[config.mk]
export PLATFORM = sky130hd
export DESIGN_NAME = char_lcd_nibble_sequencer_top
export DESIGN_NICKNAME = d
export VERILOG_FILES = /design/src/rtl/lcdns_pkg.sv /design/src/rtl/lcdns_fifo.sv /design/src/rtl/lcdns_front.sv /design/src/rtl/lcdns_back.sv /design/src/rtl/char_lcd_nibble_sequencer_top.sv
export SDC_FILE = /design/constraint.sdc
export NUM_CORES = 1
export LEC_CHECK = 0
export ABC_AREA = 1
export BUFFER_PORTS_ARGS = -buffer_cell sky130_fd_sc_hd__buf_2
export CORE_AREA = 10 10 264 266
export DETAILED_ROUTE_END_ITERATION = 10
export DIE_AREA = 0 0 274 276
export SLEW_MARGIN = 20
export SYNTH_ARGS = -nofsm -noshare
export SYNTH_HDL_FRONTEND = slang
export SYNTH_SLANG_ARGS = --single-unit
[constraint.sdc]
create_clock -name clk_i -period 24.8 [get_ports clk_i]
set_input_delay 0 -clock clk_i [delete_from_list [all_inputs] [get_ports clk_i]]
set_output_delay 0 -clock clk_i [all_outputs]
set_load 0.03 [all_outputs]
[src/rtl/lcdns_pkg.sv]
// ----------------------------------------------------------------------------
// lcdns_pkg
// Shared types, request codes and constant tables for the character LCD
// nibble sequencer.
// ----------------------------------------------------------------------------
package lcdns_pkg;

  localparam int unsigned FifoDepth = 4;

  typedef enum logic [2:0] {
    ACT_INIT   = 3'd0,
    ACT_CMD    = 3'd1,
    ACT_DATA   = 3'd2,
    ACT_GOTO   = 3'd3,
    ACT_FIVE   = 3'd4,
    ACT_FOUR   = 3'd5,
    ACT_TWO    = 3'd6,
    ACT_SIGNED = 3'd7
  } action_e;

  // One queue entry: a whole byte (two events) or a single raw nibble event.
  typedef struct packed {
    logic       is_byte;
    logic       rs;
    logic [7:0] data;
    logic       strobe;
    logic [1:0] tail_wait;
    logic       last;
  } unit_t;

  localparam logic [7:0] CharZero  = 8'h30;
  localparam logic [7:0] CharMinus = 8'h2D;
  localparam logic [7:0] CharSpace = 8'h20;
  localparam logic [3:0] RawWake   = 4'hF;
  localparam logic [3:0] RawThree  = 4'h3;
  localparam logic [3:0] RawTwo    = 4'h2;
  // ceil(2^19 / 10): exact quotient by ten for any 16-bit value
  localparam logic [15:0] RecipTen = 16'd52429;

  function automatic logic [13:0] pow10(input logic [2:0] pos);
    logic [13:0] p;
    case (pos)
      3'd0:    p = 14'd10000;
      3'd1:    p = 14'd1000;
      3'd2:    p = 14'd100;
      3'd3:    p = 14'd10;
      default: p = 14'd1;
    endcase
    return p;
  endfunction

  function automatic logic [7:0] init_cmd(input logic [2:0] idx);
    logic [7:0] c;
    case (idx)
      3'd0:    c = 8'h28;
      3'd1:    c = 8'h0C;
      3'd2:    c = 8'h06;
      3'd3:    c = 8'h01;
      default: c = 8'h80;
    endcase
    return c;
  endfunction

endpackage

[src/rtl/lcdns_fifo.sv]
// ----------------------------------------------------------------------------
// lcdns_fifo
// Short queue of byte/nibble entries between the request front end and the
// event back end.
// ----------------------------------------------------------------------------
module lcdns_fifo #(
  parameter int unsigned DEPTH = lcdns_pkg::FifoDepth
) (
  input  logic              clk_i,
  input  logic              rst_ni,
  input  logic              push_i,
  input  lcdns_pkg::unit_t  push_data_i,
  output logic              full_o,
  input  logic              pop_i,
  output lcdns_pkg::unit_t  head_o,
  output logic              head_valid_o
);

  localparam int unsigned PtrW = (DEPTH > 1) ? $clog2(DEPTH) : 1;
  localparam int unsigned CntW = $clog2(DEPTH + 1);
  localparam logic [PtrW-1:0] PtrLast = PtrW'(DEPTH - 1);
  localparam logic [CntW-1:0] CntFull = CntW'(DEPTH);

  lcdns_pkg::unit_t mem_q [DEPTH];
  logic [PtrW-1:0]  wr_ptr_q, wr_ptr_d;
  logic [PtrW-1:0]  rd_ptr_q, rd_ptr_d;
  logic [CntW-1:0]  count_q, count_d;
  logic             do_push, do_pop;

  assign full_o       = (count_q == CntFull);
  assign head_valid_o = (count_q != '0);
  assign head_o       = mem_q[rd_ptr_q];
  assign do_push      = push_i && !full_o;
  assign do_pop       = pop_i && head_valid_o;

  always_comb begin
    wr_ptr_d = wr_ptr_q;
    rd_ptr_d = rd_ptr_q;
    count_d  = count_q;
    if (do_push) begin
      wr_ptr_d = (wr_ptr_q == PtrLast) ? '0 : wr_ptr_q + 1'b1;
    end
    if (do_pop) begin
      rd_ptr_d = (rd_ptr_q == PtrLast) ? '0 : rd_ptr_q + 1'b1;
    end
    if (do_push && !do_pop) begin
      count_d = count_q + 1'b1;
    end else if (do_pop && !do_push) begin
      count_d = count_q - 1'b1;
    end
  end

  always_ff @(posedge clk_i or negedge rst_ni) begin
    if (!rst_ni) begin
      wr_ptr_q <= '0;
      rd_ptr_q <= '0;
      count_q  <= '0;
    end else begin
      wr_ptr_q <= wr_ptr_d;
      rd_ptr_q <= rd_ptr_d;
      count_q  <= count_d;
    end
  end

  always_ff @(posedge clk_i) begin
    if (do_push) begin
      mem_q[wr_ptr_q] <= push_data_i;
    end
  end

endmodule

[src/rtl/lcdns_front.sv]
// ----------------------------------------------------------------------------
// lcdns_front
// Breaks requests into queue entries, one per cycle while the queue has room:
// raw nibbles, command/data bytes, a sign and ASCII digits, a digit per step.
// ----------------------------------------------------------------------------
module lcdns_front (
  input  logic              clk_i,
  input  logic              rst_ni,
  input  logic              req_valid_i,
  output logic              req_ready_o,
  input  logic [2:0]        action_i,
  input  logic [7:0]        byte_in_i,
  input  logic [5:0]        column_i,
  input  logic              row_i,
  input  logic [15:0]       value_i,
  output logic              push_o,
  output lcdns_pkg::unit_t  push_data_o,
  input  logic              full_i
);

  lcdns_pkg::action_e act_q;
  logic               busy_q;
  logic [3:0]         step_q;
  logic [7:0]         byte_q;
  logic [15:0]        rem_q, rem_d;
  logic               neg_q;
  logic [3:0]         tens_q;

  lcdns_pkg::unit_t   unit;
  logic               silent, is_last, use_digit, advance, done, accept;
  logic [2:0]         pos;
  logic [13:0]        pow;
  logic [3:0]         digit;
  logic [17:0]        digit_prod;
  logic [31:0]        quot_prod;
  logic [12:0]        quot;
  logic [7:0]         tens_x10;
  logic [3:0]         units;
  logic [15:0]        neg_value;

  // Digit at the current decimal position: count thresholds passed
  always_comb begin
    pow   = lcdns_pkg::pow10(pos);
    digit = '0;
    for (int unsigned k = 1; k < 10; k++) begin
      if ({1'b0, rem_q} >= 17'(k) * {3'b000, pow}) begin
        digit = 4'(k);
      end
    end
    digit_prod = 18'(digit) * 18'(pow);
    rem_d      = rem_q - digit_prod[15:0];
  end

  assign quot_prod = rem_q * lcdns_pkg::RecipTen;
  assign quot      = quot_prod[31:19];
  assign tens_x10  = {tens_q, 3'b000} + {3'b000, tens_q, 1'b0};
  assign units     = rem_q[3:0] - tens_x10[3:0];
  assign neg_value = 16'd0 - value_i;

  always_comb begin
    unit           = '0;
    unit.is_byte   = 1'b1;
    unit.strobe    = 1'b1;
    unit.tail_wait = 2'd1;
    silent         = 1'b0;
    is_last        = 1'b0;
    use_digit      = 1'b0;
    pos            = '0;
    case (act_q)
      lcdns_pkg::ACT_INIT: begin
        is_last = (step_q == 4'd9);
        if (step_q < 4'd5) begin
          unit.is_byte = 1'b0;
          unit.rs      = (step_q == 4'd0);
          unit.strobe  = (step_q != 4'd0);
          if (step_q == 4'd0) begin
            unit.data = {4'h0, lcdns_pkg::RawWake};
          end else if (step_q == 4'd4) begin
            unit.data = {4'h0, lcdns_pkg::RawTwo};
          end else begin
            unit.data = {4'h0, lcdns_pkg::RawThree};
          end
        end else begin
          unit.data      = lcdns_pkg::init_cmd(3'(step_q - 4'd5));
          unit.tail_wait = 2'd2;
        end
      end
      lcdns_pkg::ACT_CMD, lcdns_pkg::ACT_GOTO: begin
        unit.data = byte_q;
        is_last   = 1'b1;
      end
      lcdns_pkg::ACT_DATA: begin
        unit.rs   = 1'b1;
        unit.data = byte_q;
        is_last   = 1'b1;
      end
      lcdns_pkg::ACT_FIVE: begin
        unit.rs   = 1'b1;
        pos       = step_q[2:0];
        use_digit = 1'b1;
        unit.data = {lcdns_pkg::CharZero[7:4], digit};
        is_last   = (step_q == 4'd4);
      end
      lcdns_pkg::ACT_FOUR: begin
        // first step only reduces the value modulo ten thousand
        unit.rs   = 1'b1;
        pos       = step_q[2:0];
        use_digit = 1'b1;
        silent    = (step_q == 4'd0);
        unit.data = {lcdns_pkg::CharZero[7:4], digit};
        is_last   = (step_q == 4'd4);
      end
      lcdns_pkg::ACT_TWO: begin
        unit.rs = 1'b1;
        is_last = (step_q == 4'd1);
        if (step_q == 4'd0) begin
          unit.data = lcdns_pkg::CharZero + quot[7:0];
        end else begin
          unit.data = {lcdns_pkg::CharZero[7:4], units};
        end
      end
      lcdns_pkg::ACT_SIGNED: begin
        unit.rs = 1'b1;
        is_last = (step_q == 4'd5);
        pos     = 3'(step_q - 4'd1);
        if (step_q == 4'd0) begin
          unit.data = neg_q ? lcdns_pkg::CharMinus : lcdns_pkg::CharSpace;
        end else begin
          use_digit = 1'b1;
          silent    = (step_q == 4'd1);
          unit.data = {lcdns_pkg::CharZero[7:4], digit};
        end
      end
      default: begin
        is_last = 1'b1;
      end
    endcase
    unit.last = is_last;
  end

  assign advance     = busy_q && (silent || !full_i);
  assign done        = advance && is_last;
  assign push_o      = advance && !silent;
  assign push_data_o = unit;
  assign req_ready_o = !busy_q || done;
  assign accept      = req_valid_i && req_ready_o;

  always_ff @(posedge clk_i or negedge rst_ni) begin
    if (!rst_ni) begin
      busy_q <= 1'b0;
      step_q <= '0;
      act_q  <= lcdns_pkg::ACT_INIT;
    end else if (accept) begin
      busy_q <= 1'b1;
      step_q <= '0;
      act_q  <= lcdns_pkg::action_e'(action_i);
    end else if (advance) begin
      busy_q <= !is_last;
      step_q <= step_q + 1'b1;
    end
  end

  always_ff @(posedge clk_i) begin
    if (accept) begin
      neg_q <= value_i[15];
      if (lcdns_pkg::action_e'(action_i) == lcdns_pkg::ACT_GOTO) begin
        byte_q <= {1'b1, row_i, column_i};
      end else begin
        byte_q <= byte_in_i;
      end
      if (lcdns_pkg::action_e'(action_i) == lcdns_pkg::ACT_SIGNED && value_i[15]) begin
        rem_q <= neg_value;
      end else begin
        rem_q <= value_i;
      end
    end else if (advance) begin
      if (use_digit) begin
        rem_q <= rem_d;
      end
      // hold low bits of the quotient for the units character
      if (act_q == lcdns_pkg::ACT_TWO && step_q == 4'd0) begin
        tens_q <= quot[3:0];
      end
    end
  end

endmodule

[src/rtl/lcdns_back.sv]
// ----------------------------------------------------------------------------
// lcdns_back
// Expands queue entries into bus events, one per cycle, into an output
// register that holds while the receiver stalls.
// ----------------------------------------------------------------------------
module lcdns_back (
  input  logic              clk_i,
  input  logic              rst_ni,
  input  lcdns_pkg::unit_t  head_i,
  input  logic              head_valid_i,
  output logic              pop_o,
  output logic              ev_valid_o,
  input  logic              ev_ready_i,
  output logic              reg_select_o,
  output logic [3:0]        nibble_o,
  output logic              strobe_res_o,
  output logic [1:0]        wait_units_o,
  output logic              last_o
);

  logic       valid_q;
  logic       low_q;
  logic       rs_q, strobe_q, last_q;
  logic [3:0] nib_q;
  logic [1:0] wait_q;

  logic       load, final_ev;
  logic [3:0] nib;
  logic       strobe, last;
  logic [1:0] wait_n;

  always_comb begin
    if (head_i.is_byte && !low_q) begin
      // high nibble of a byte: no wait, never the last event
      nib      = head_i.data[7:4];
      strobe   = 1'b1;
      wait_n   = 2'd0;
      last     = 1'b0;
      final_ev = 1'b0;
    end else begin
      nib      = head_i.data[3:0];
      strobe   = head_i.strobe;
      wait_n   = head_i.tail_wait;
      last     = head_i.last;
      final_ev = 1'b1;
    end
  end

  assign load  = head_valid_i && (!valid_q || ev_ready_i);
  assign pop_o = load && final_ev;

  always_ff @(posedge clk_i or negedge rst_ni) begin
    if (!rst_ni) begin
      valid_q <= 1'b0;
      low_q   <= 1'b0;
    end else begin
      if (load) begin
        valid_q <= 1'b1;
        low_q   <= !final_ev;
      end else if (ev_ready_i) begin
        valid_q <= 1'b0;
      end
    end
  end

  always_ff @(posedge clk_i) begin
    if (load) begin
      rs_q     <= head_i.rs;
      nib_q    <= nib;
      strobe_q <= strobe;
      wait_q   <= wait_n;
      last_q   <= last;
    end
  end

  assign ev_valid_o   = valid_q;
  assign reg_select_o = rs_q;
  assign nibble_o     = nib_q;
  assign strobe_res_o = strobe_q;
  assign wait_units_o = wait_q;
  assign last_o       = last_q;

endmodule

[src/rtl/char_lcd_nibble_sequencer_top.sv]
// ----------------------------------------------------------------------------
// char_lcd_nibble_sequencer_top
// Turns LCD requests into the nibble events of a 4-bit character LCD bus.
// ----------------------------------------------------------------------------
// Usage:
//   The slave stream takes one request per beat: tuser carries the request
//   kind, tdata the byte, cursor position and number. The master stream gives
//   one bus event per beat: tuser is register select, tdata the nibble, the
//   enable mode and the wait that follows; tlast marks the request's final
//   event. A request yields 2 to 15 events (power-up gives 15).
//   On an idle block the first event of a request passes the front end's request
//   registers, the entry queue and the output register; a four-digit print
//   first spends a silent step that only reduces the value.
//   Throughput: one event per cycle on the master side while the receiver is
//   ready. The front end fills the entry queue at one entry (byte or raw
//   nibble) per cycle while the queue has room, the back end drains it at one
//   event per cycle, so the back end sets the rate.
//   A new request is taken as soon as the front end has queued the previous
//   one's last entry, while its events still drain.
//   Reset empties the queue and the output register; nothing is emitted.
//   When the receiver stalls, the output beat holds, the queue fills and the
//   front end then stops taking requests.
// ----------------------------------------------------------------------------
module char_lcd_nibble_sequencer_top #(
  parameter int unsigned FIFO_DEPTH = lcdns_pkg::FifoDepth
) (
  input  logic        clk_i,
  input  logic        rst_ni,
  input  logic        s_axis_tvalid_i,
  output logic        s_axis_tready_o,
  input  logic [31:0] s_axis_tdata_i,   // byte_in[7:0], column[13:8], row[14], value[30:15]
  input  logic [2:0]  s_axis_tuser_i,   // action[2:0]
  output logic        m_axis_tvalid_o,
  input  logic        m_axis_tready_i,
  output logic [7:0]  m_axis_tdata_o,   // nibble[3:0], strobe_res[4], wait_units[6:5]
  output logic        m_axis_tuser_o,   // reg_select[0]
  output logic        m_axis_tlast_o
);

  lcdns_pkg::unit_t push_data, head;
  logic             push, full, pop, head_valid;
  logic [3:0]       nibble;
  logic             strobe_res;
  logic [1:0]       wait_units;

  lcdns_front u_front (
    .clk_i       (clk_i),
    .rst_ni      (rst_ni),
    .req_valid_i (s_axis_tvalid_i),
    .req_ready_o (s_axis_tready_o),
    .action_i    (s_axis_tuser_i),
    .byte_in_i   (s_axis_tdata_i[7:0]),
    .column_i    (s_axis_tdata_i[13:8]),
    .row_i       (s_axis_tdata_i[14]),
    .value_i     (s_axis_tdata_i[30:15]),
    .push_o      (push),
    .push_data_o (push_data),
    .full_i      (full)
  );

  lcdns_fifo #(
    .DEPTH (FIFO_DEPTH)
  ) u_fifo (
    .clk_i        (clk_i),
    .rst_ni       (rst_ni),
    .push_i       (push),
    .push_data_i  (push_data),
    .full_o       (full),
    .pop_i        (pop),
    .head_o       (head),
    .head_valid_o (head_valid)
  );

  lcdns_back u_back (
    .clk_i        (clk_i),
    .rst_ni       (rst_ni),
    .head_i       (head),
    .head_valid_i (head_valid),
    .pop_o        (pop),
    .ev_valid_o   (m_axis_tvalid_o),
    .ev_ready_i   (m_axis_tready_i),
    .reg_select_o (m_axis_tuser_o),
    .nibble_o     (nibble),
    .strobe_res_o (strobe_res),
    .wait_units_o (wait_units),
    .last_o       (m_axis_tlast_o)
  );

  assign m_axis_tdata_o = {1'b0, wait_units, strobe_res, nibble};

endmodule
# Word-level counts from Yosys, hierarchy flattened
# Memories as Yosys holds them, arrays and structs flattened.
# Cells that the tools add are included.
# op_classes
n_addsub	12
multipliers	7
magnitude_cmp	10
eq_ne	22
mux	49
bitwise	1
n_reduce_logical	39
# op_table
op	count
$ge 16x17->1	5
$mux 16	4
$pmux 14 s4	1
$pmux 8 s5	1
$mul 3x14->17 const A	2
$ge 16x16->1	2
$mul 2x14->16 const A	2
$pmux 8 s4	1
$mux 4	7
$mul 16x16->27 const B	1
$mux 8	3
$eq 3x2->1 const B	7
$mux 3	7
$eq 3x3->1 const B	6
$mul 4x14->17 const A	1
$ge 16x14->1	1
$ge 16x15->1	1
$mul 4x14->16	1
$sub 1x16->16 const A	1
$sub 16x16->16	1
$logic_and 1x1->1	13
$mux 1	13
$mux 2	6
$eq 3x1->1 const B	3
other kinds (30)	50
# totals
reg_bits	54
ram_bits	56
inputBits	39
output_inout_bits	12
elab_cells	159
mem_count	1
# memory_table
name	depth	word_bits	read_ports	rd_ports_with_merged_regs	wr	line_no	text
u_fifo.mem_q	4	14	1	0	1	lcdns_fifo.sv:24	lcdns_pkg::unit_t mem_q [DEPTH];

# Logic depth before layout (Yosys ltp)
# Gate-level depths: netlist (run 1).
# depth
ltp_word	20
ltp_mapped	55

# Modules after synthesis
# A second synthesis (run 1) with hierarchy kept.
# hier_totals
cells_unflattened	2016
area_unflattened_um2	16275.6
# modules_own_cells
mod	n_inst	cells_per_inst	area_each_um2	seq_area_each_um2
lcdns_front	1	1747	13006.2	1041.0
lcdns_fifo	1	223	2796.4	1856.8
lcdns_back	1	43	454.2	320.3
char_lcd_nibble_sequencer_top	1	3	18.8	0.0

# Worst setup path after synthesis (run 1)
# Ideal clock, no wire load.
# synth_timing
kind	register to register
startpoint	reg u_front.step_q[0]
endpoint	reg u_front.rem_q[12], data pin
t_arrival_ps	8947
required_time_ps	24541
slack_ps	15594
stages_incl_launch_ff	51
n_path_buf	0
synth_period_minus_slack_ps	9206
cell_sequence	dfrtp_1 inv_1 ha_1 xnor2_4 inv_1 a22oi_4 inv_1 nor3_4 inv_2 ha_1 inv_1 nor2_1 inv_1 nand2_1 fa_1 inv_1 ha_1 a21oi_1 [15 not listed] nand2_1 o22ai_1 fa_1 inv_1 fa_1 inv_1 fa_1 inv_1 ha_1 nand2_1 o21ai_0 a21oi_1 or2_2 nand2_1 a21oi_1 o21ai_0 xor2_1 a21oi_1
# synth_between
elab_chain_cells	19
word_cells_on_any_way	48
cone_classes	2 x add/sub; 6 x mul; 9 x order compare; 7 x eq/ne; 17 x mux; 7 x reduce/logical
# synth_rtl
item	line_no	text
start, declared	lcdns_front.sv:23	logic [3:0] step_q;
start signal, assigned	lcdns_front.sv:159	step_q <= step_q + 1'b1;
parallel branches: the longest is 18 deep, another holds $mul 2x14->16	n/a	
$mux 16 *	lcdns_front.sv:164	if (accept) begin
end signal, assigned	lcdns_front.sv:172	rem_q <= neg_value;
end signal, assigned	lcdns_front.sv:174	rem_q <= value_i;
end signal, assigned	lcdns_front.sv:178	rem_q <= rem_d;
end, declared	lcdns_front.sv:25	logic [15:0] rem_q, rem_d;
# Mark *: on every way between the ends. The select of a mux whose other input is x is not followed.
# A chain may end at the register's enable or synchronous reset.

# Worst setup path in the final report (run 1)
# Same ends and word-level chain as after synthesis.

==> run summary, run 1 <==
Resized Gates After CTS: 0
Antenna violations before repair: 0
Vert. Die Dim: 276 um
WL/cell: 14.9 um
Slew headroom: 0.306
Tcrit/Tclk final: 0.432
CP Buf/Inv Count: 11
Initial DRC count: 862
Die ar.: 75,600 um^2
Reg clk slew, reported paths: 0.07 ns
Critical path arrival: 10.80 ns
Via count: 12,800
Sequential-to-total area share from yosys stat: 0.202
Worst min path class: input port to flip-flop
Layout cells sized above 1: 0.0632
Port buffer count: 48
Initial core utilization: 0.249
Crit path max fanout: 10
CTS tree: done
Yosys top cell by area: ha_1
Critical path capture point type: flip-flop
Pin count of the biggest net entering global routing: 34
# Max-Cap Violations: 0
Setup Skew: 0.0123 ns
Worst Reg-to-Reg Cells: 53
I/O pins: 51
GRT met3 Usage: 0.0119
Setup CP Type: flip-flop to flip-flop
Diodes inserted: 0
Placer Congestion: 0.877
Number of clock sinks: 110
First-pass GRT wire length: 68.4 mm
Synthesized area: 16,000 um^2
Setup violators final: 0
Met2 usage: 0.186
Fin Setup TNS: 0 ns
Global-route met1 utilization: 0.155
Post-synthesis area per instance: 8.23 um^2
Placeable core area: 64,100 um^2
Number of synthesized flops with an enable pin: 93
H-tree lvl count: 3
Post-Syn Instances: 1,940
WP data required: 24.89 ns
DP HPWL: 34.0 mm
Max Freq: 0.0934 GHz
Area delta synth->final: 11.6%
Wire length after detailed routing: 42.8 mm
Via-to-Cell Ratio: 4.46
Yosys warns: 0
Minimum clock period: 10.70 ns
Worst Max-Slew Pin Slew: 1.04 ns
Critical path depth in cells: 53
Max stage delay on crit path: 0.54 ns
Seq cells post-synth: 110
Nets: 2,467
Pre-antenna DRT Iters: 5
Share of the synthesized area in the top cell type: 0.226
Root buffer cell: clkbuf_16
Async S/R FF share, synth: 0.155
Largest delay share family, worst path: adder cells
Main area contributors after synthesis: ha_1 (23%), edfxtp_1 (17%), fa_1 (15%)
Postcts setup bufs: 0
Cell depth of the worst hold path: 2
Setup repair after global routing missed its margin: no
Fin. max-slew vios: 0
Top_reg_cell synth: edfxtp_1
Final setup margin: 14.10 ns
Chip width: 274 um
Final hold slack: 0.00743 ns
Top cell by count, worst path: a21oi_1
Gr usage total: 0.113
Max stage delay cell, worst path: fa_1
TritonCTS Buffers: 9
DRC: 0
GRT overflow: 0
Clk Latency, worst-skew pair: 0.37 ns
Status: finished, final reports clean
Routed Antenna Nets: 0
Site row count: 93
Final hold vios: 0
Clk buf depth: 2
Placement Setup Slack: 14.08 ns
Cell variety after synth: 57
Most crowded layer after global routing: met2
Vias in the first global route: 12,700
Startpoint class of the critical path: flip-flop
Commonest non-fill, non-tap cells in the layout: inv_1 (396), nand2_1 (309), ha_1 (289)
Most common cell after layout, fill and taps aside: inv_1
## metrics by stage
stage / util / area [um^2] / instances
6_report: 0.278 / 17800 / 2879
4_1_cts: 0.278 / 17800 / 2879
2_1_floorplan: - / 16000 / 1943
3_3_place_gp: 0.270 / 17300 / 2844
3_5_place_dp: 0.270 / 17300 / 2844
5_1_grt: 0.278 / 17800 / 2879
## Yosys cell counts, drive strengths merged (10+ instances only)
cell type	number
a21oi	122
nand4	32
inv	401
clkbuf	12
nand3	68
xor2	35
edfxtp	93
nor3	32
fa	120
xnor2	29
ha	289
nor2	160
a31oi	13
nand2	316
o21ai	112
dfrtp	17
o22ai	10
## logic make-up (layout without fill, tap and decap cells)
| group | Yosys count | in the layout | share of synthesized area |
|---|---|---|---|
| AND/OR/NAND/NOR | 625 | 625 | 0.170 |
| multiplexers | 7 | 7 | 0.00494 |
| flip-flops | 110 | 110 | 0.202 |
| buffers and inverters | 422 | 503 | 0.102 |
| AO/OA/AOI/OAI | 301 | 301 | 0.109 |
| other | 2 | 5 | 0.000470 |
| adder cells (fa/ha/maj) | 409 | 409 | 0.377 |
| XOR/XNOR | 64 | 64 | 0.0363 |
## registers in the layout (all words and copies together) (netlist names)
| register | cells |
|---|---|
| u_fifo.mem_q | 56 |
| u_front.rem_q | 16 |
| u_front.byte_q | 8 |
| u_back.nibble_o | 4 |
| u_front.step_q | 4 |
| u_fifo.count_q | 3 |
| u_front.act_q | 3 |
| u_front.tens_q | 3 |
| u_back.wait_units_o | 2 |
| u_fifo.rd_ptr_q | 2 |
| u_fifo.wr_ptr_q | 2 |
| u_back.ev_valid_o | 1 |
| u_back.last_o | 1 |
| u_back.low_q | 1 |
| u_back.reg_select_o | 1 |
| u_back.strobe_res_o | 1 |
| u_front.busy_q | 1 |
| u_front.neg_q | 1 |
## path summary, 6_finish.rpt
kind,to,start,slack (ns)
setup / recovery,u_front.rem_q[12],u_front.step_q[0],14.10
hold / removal,u_front.byte_q[5],s_axis_tdata_i[13],0.007
setup reg to reg,u_front.rem_q[12],u_front.step_q[0],14.10
hold reg to reg,u_back.low_q,u_back.low_q,0.53
max in group asynchronous,u_front.act_q[2],rst_ni,24.37
min in group asynchronous,u_back.low_q,rst_ni,0.12
## area by class of cell
cell class	count	area [um^2]
fill	6894	46300
multi-input combinational	1411	11100
sequential	110	3220
inverter	402	1510
tap	855	1070
timing repair buffer	85	566
clock buffer	9	225
clock inverter	7	97.6
## routing by layer
layer	up-vias	share of wire
li1	6509	-
met1	6032	0.47
met5	-	0
met2	249	0.46
met3	46	0.046
met4	0	0.017
## timing repair
action,CTS,global route
hold buffers,19,0
endpoints found under the hold margin,31,0
setup endpoints to repair,0,0
Power of run 1 is not shown: default switching activity piles up to over one toggle a cycle in this logic, so the estimate is an artifact.
==> run 2: changes to the inputs <==
==> constraint.sdc (replaced) <==
create_clock -name clk_i -period 10.1 [get_ports clk_i]
set_input_delay 0 -clock clk_i [delete_from_list [all_inputs] [get_ports clk_i]]
set_output_delay 0 -clock clk_i [all_outputs]
set_load 0.03 [all_outputs]
==> run 2 against run 1 <==
  * Global-route usage increased by 0.065 points
  * Clock skew is 0.0012 ns higher
  * Critical path depth shrank 1
  * Wire length increased by 0.79%
  * Sequential share of layout area shrank 0.16 points
  * Non-clock buffer count is 20 higher
  * Setup slack lost 13 ns
  * Final area rose by 1.0%
  * First-iteration DRC count decreased by 1.3%
  * Hold slack improved by 0.0021 ns
  * Critical endpoint unchanged
==> run summary, run 2 (synthesis results as in run 1) <==
Placeable core area: 64,100 um^2 (unchanged)
Clk buf depth: 2 (unchanged)
DP HPWL: 34.6 mm (+2.0%)
Setup Skew: 0.0135 ns (+0.00123 ns)
Commonest non-fill, non-tap cells in the layout: inv_1 (395), nand2_1 (308), ha_1 (288)
Placed cell area: 17,500 um^2 (+0.79%)
Max FFs per register: 56 (unchanged)
Fin. max-slew vios: 0 (unchanged)
Cell depth of the worst hold path: 2 (unchanged)
Top cell by count, worst path: inv_1
Most common cell after layout, fill and taps aside: inv_1
Via count: 12,900 (+0.47%)
Critical path capture point type: flip-flop
Worst Max-Slew Pin Slew: 1.18 ns (+0.140 ns)
Hold path start: s_axis_tdata_i[3]
Slew headroom: 0.213 (-0.0936)
Die ar.: 75,600 um^2 (unchanged)
Diodes inserted: 0 (unchanged)
Hold path endpoint: u_front.byte_q[3]
Placer Congestion: 0.915 (+4.3%)
Max stage delay on crit path: 0.55 ns (about the same)
CP Buf/Inv Count: 12 (+1)
Via-to-Cell Ratio: 4.45 (-0.23%)
Startpoint class of the critical path: flip-flop
TritonCTS Buffers: 9 (unchanged)
Vert. Die Dim: 276 um (unchanged)
Initial core utilization: 0.249 (unchanged)
Crit path max fanout: 8 (-2)
Status: finished, final reports clean
Clk Latency, worst-skew pair: 0.36 ns (about the same)
Pin count of the biggest net entering global routing: 34 (unchanged)
WL/cell: 14.9 um (about the same)
# Max-Cap Violations: 0 (unchanged)
Reg with most FFs: u_fifo.mem_q
Largest delay share family, worst path: adder cells
Max stage delay cell, worst path: fa_1
Postcts setup bufs: 0 (unchanged)
Tcrit/Tclk final: 0.927 (+0.496)
Max Freq: 0.107 GHz (+14%)
Gr usage total: 0.113 (+0.000651)
Antenna violations before repair: 0 (unchanged)
Wire length after detailed routing: 43.1 mm (+0.79%)
Number of clock sinks: 110 (unchanged)
Reg2reg start: u_front.step_q[1]
Chip width: 274 um (unchanged)
Worst Reg-to-Reg Cells: 52 (-1.9%)
Setup CP Type: flip-flop to flip-flop
GRT overflow: 0 (unchanged)
Root buffer cell: clkbuf_16
Worst min path class: input port to flip-flop
H-tree lvl count: 3 (unchanged)
Routed Antenna Nets: 0 (unchanged)
Area delta synth->final: 12.7%
Fin Setup TNS: 0 ns (unchanged)
Worst R2R End: u_front.rem_q[12]
CTS tree: done
Final hold vios: 0 (unchanged)
Setup repair after global routing missed its margin: no
DRC: 0 (unchanged)
Cell area after layout: 18,000 um^2 (+1.0%)
WP data required: 10.20 ns (-14.69 ns)
Minimum clock period: 9.37 ns (-1.34 ns)
Port buffer count: 48 (unchanged)
Initial DRC count: 851 (-1.3%)
Reg clk slew, reported paths: 0.08 ns (about the same)
Critical path arrival: 9.47 ns (-1.33 ns)
Filler instances: 6,876 (-0.26%)
Setup violators final: 0 (unchanged)
I/O pins: 51 (unchanged)
Site row count: 93 (unchanged)
Worst R2R Setup Slack: 0.73 ns (-13.36 ns)
Vias in the first global route: 12,700 (-0.58%)
Regs by FF count: u_fifo.mem_q (56), u_front.rem_q (16), u_front.byte_q (8)
Critical path depth in cells: 52 (-1.9%)
First-pass GRT wire length: 69.1 mm (+0.98%)
Nets: 2,487 (+0.81%)
Layout cells sized above 1: 0.0753 (+0.0121)
Pre-antenna DRT Iters: 5 (unchanged)
==> run 2: worst reg2reg max path: cells and delay by family, from the launching register on <==
kind                       cells  cell delay, ns
adders and majority gates      9            3.23
AOI/OAI and AO/OA             16            2.52
xor gates and xnor gates       2            0.28
buffers and inverters         12            1.30
DFF                            1            0.46
and+or+nand+nor               13            1.32
==> run 2: area by class of cell <==
cell class	count	area (um^2)	share of cell area
tap	855	1070	0.0594
inverter	402	1510	0.0838
sequential	110	3220	0.179
multi-input combinational	1411	11200	0.620
clock buffer	9	225	0.0125
clock inverter	7	97.6	0.00542
timing repair buffer	105	721	0.0400
==> run 2: how the worst max path moves through the flow <==
stage	start	slack, ns	to
floorplan	u_front.step_q[0]	0.89	u_front.rem_q[12]
global placement	u_front.step_q[0]	0.57	u_front.rem_q[12]
detailed placement	u_front.step_q[0]	0.46	u_front.rem_q[12]
CTS	u_front.step_q[0]	0.42	u_front.rem_q[12]
global route	u_front.step_q[1]	0.03	u_front.rem_q[12]
finish	u_front.step_q[1]	0.73	u_front.rem_q[12]
==> run 2: per-layer routing <==
layer / vias up / wire [um] / GRT usage
li1: 6549 / - / -
met1: 6012 / 20000 / 0.154
met2: 284 / 20000 / 0.187
met3: 51 / 2220 / 0.0135
met4: 0 / 844 / 0.0267
met5: - / 0 / 0
==> run 2: what timing repair did <==
| action | 4_1_cts | 5_1_grt |
|---|---|---|
| endpoints found under the setup margin | 0 | 7 |
| endpoints found under the hold margin | 31 | 1 |
| gates resized for setup | 0 | 10 |
| hold buffers | 19 | 2 |
==> run 2: metrics by stage <==
step / hold WS (ns) / instances / utilization / setup WS (ns)
floorplan: -0.296 / 1943 / - / 0.894
global placement: -0.0317 / 2862 / 0.272 / 0.574
detailed placement: -0.0277 / 2862 / 0.272 / 0.463
CTS: 0.00134 / 2897 / 0.280 / 0.420
global route: 0.00473 / 2899 / 0.281 / 0.0255
finish: 0.00955 / 2899 / 0.281 / 0.734
Power of run 2 is left out for the same reason.
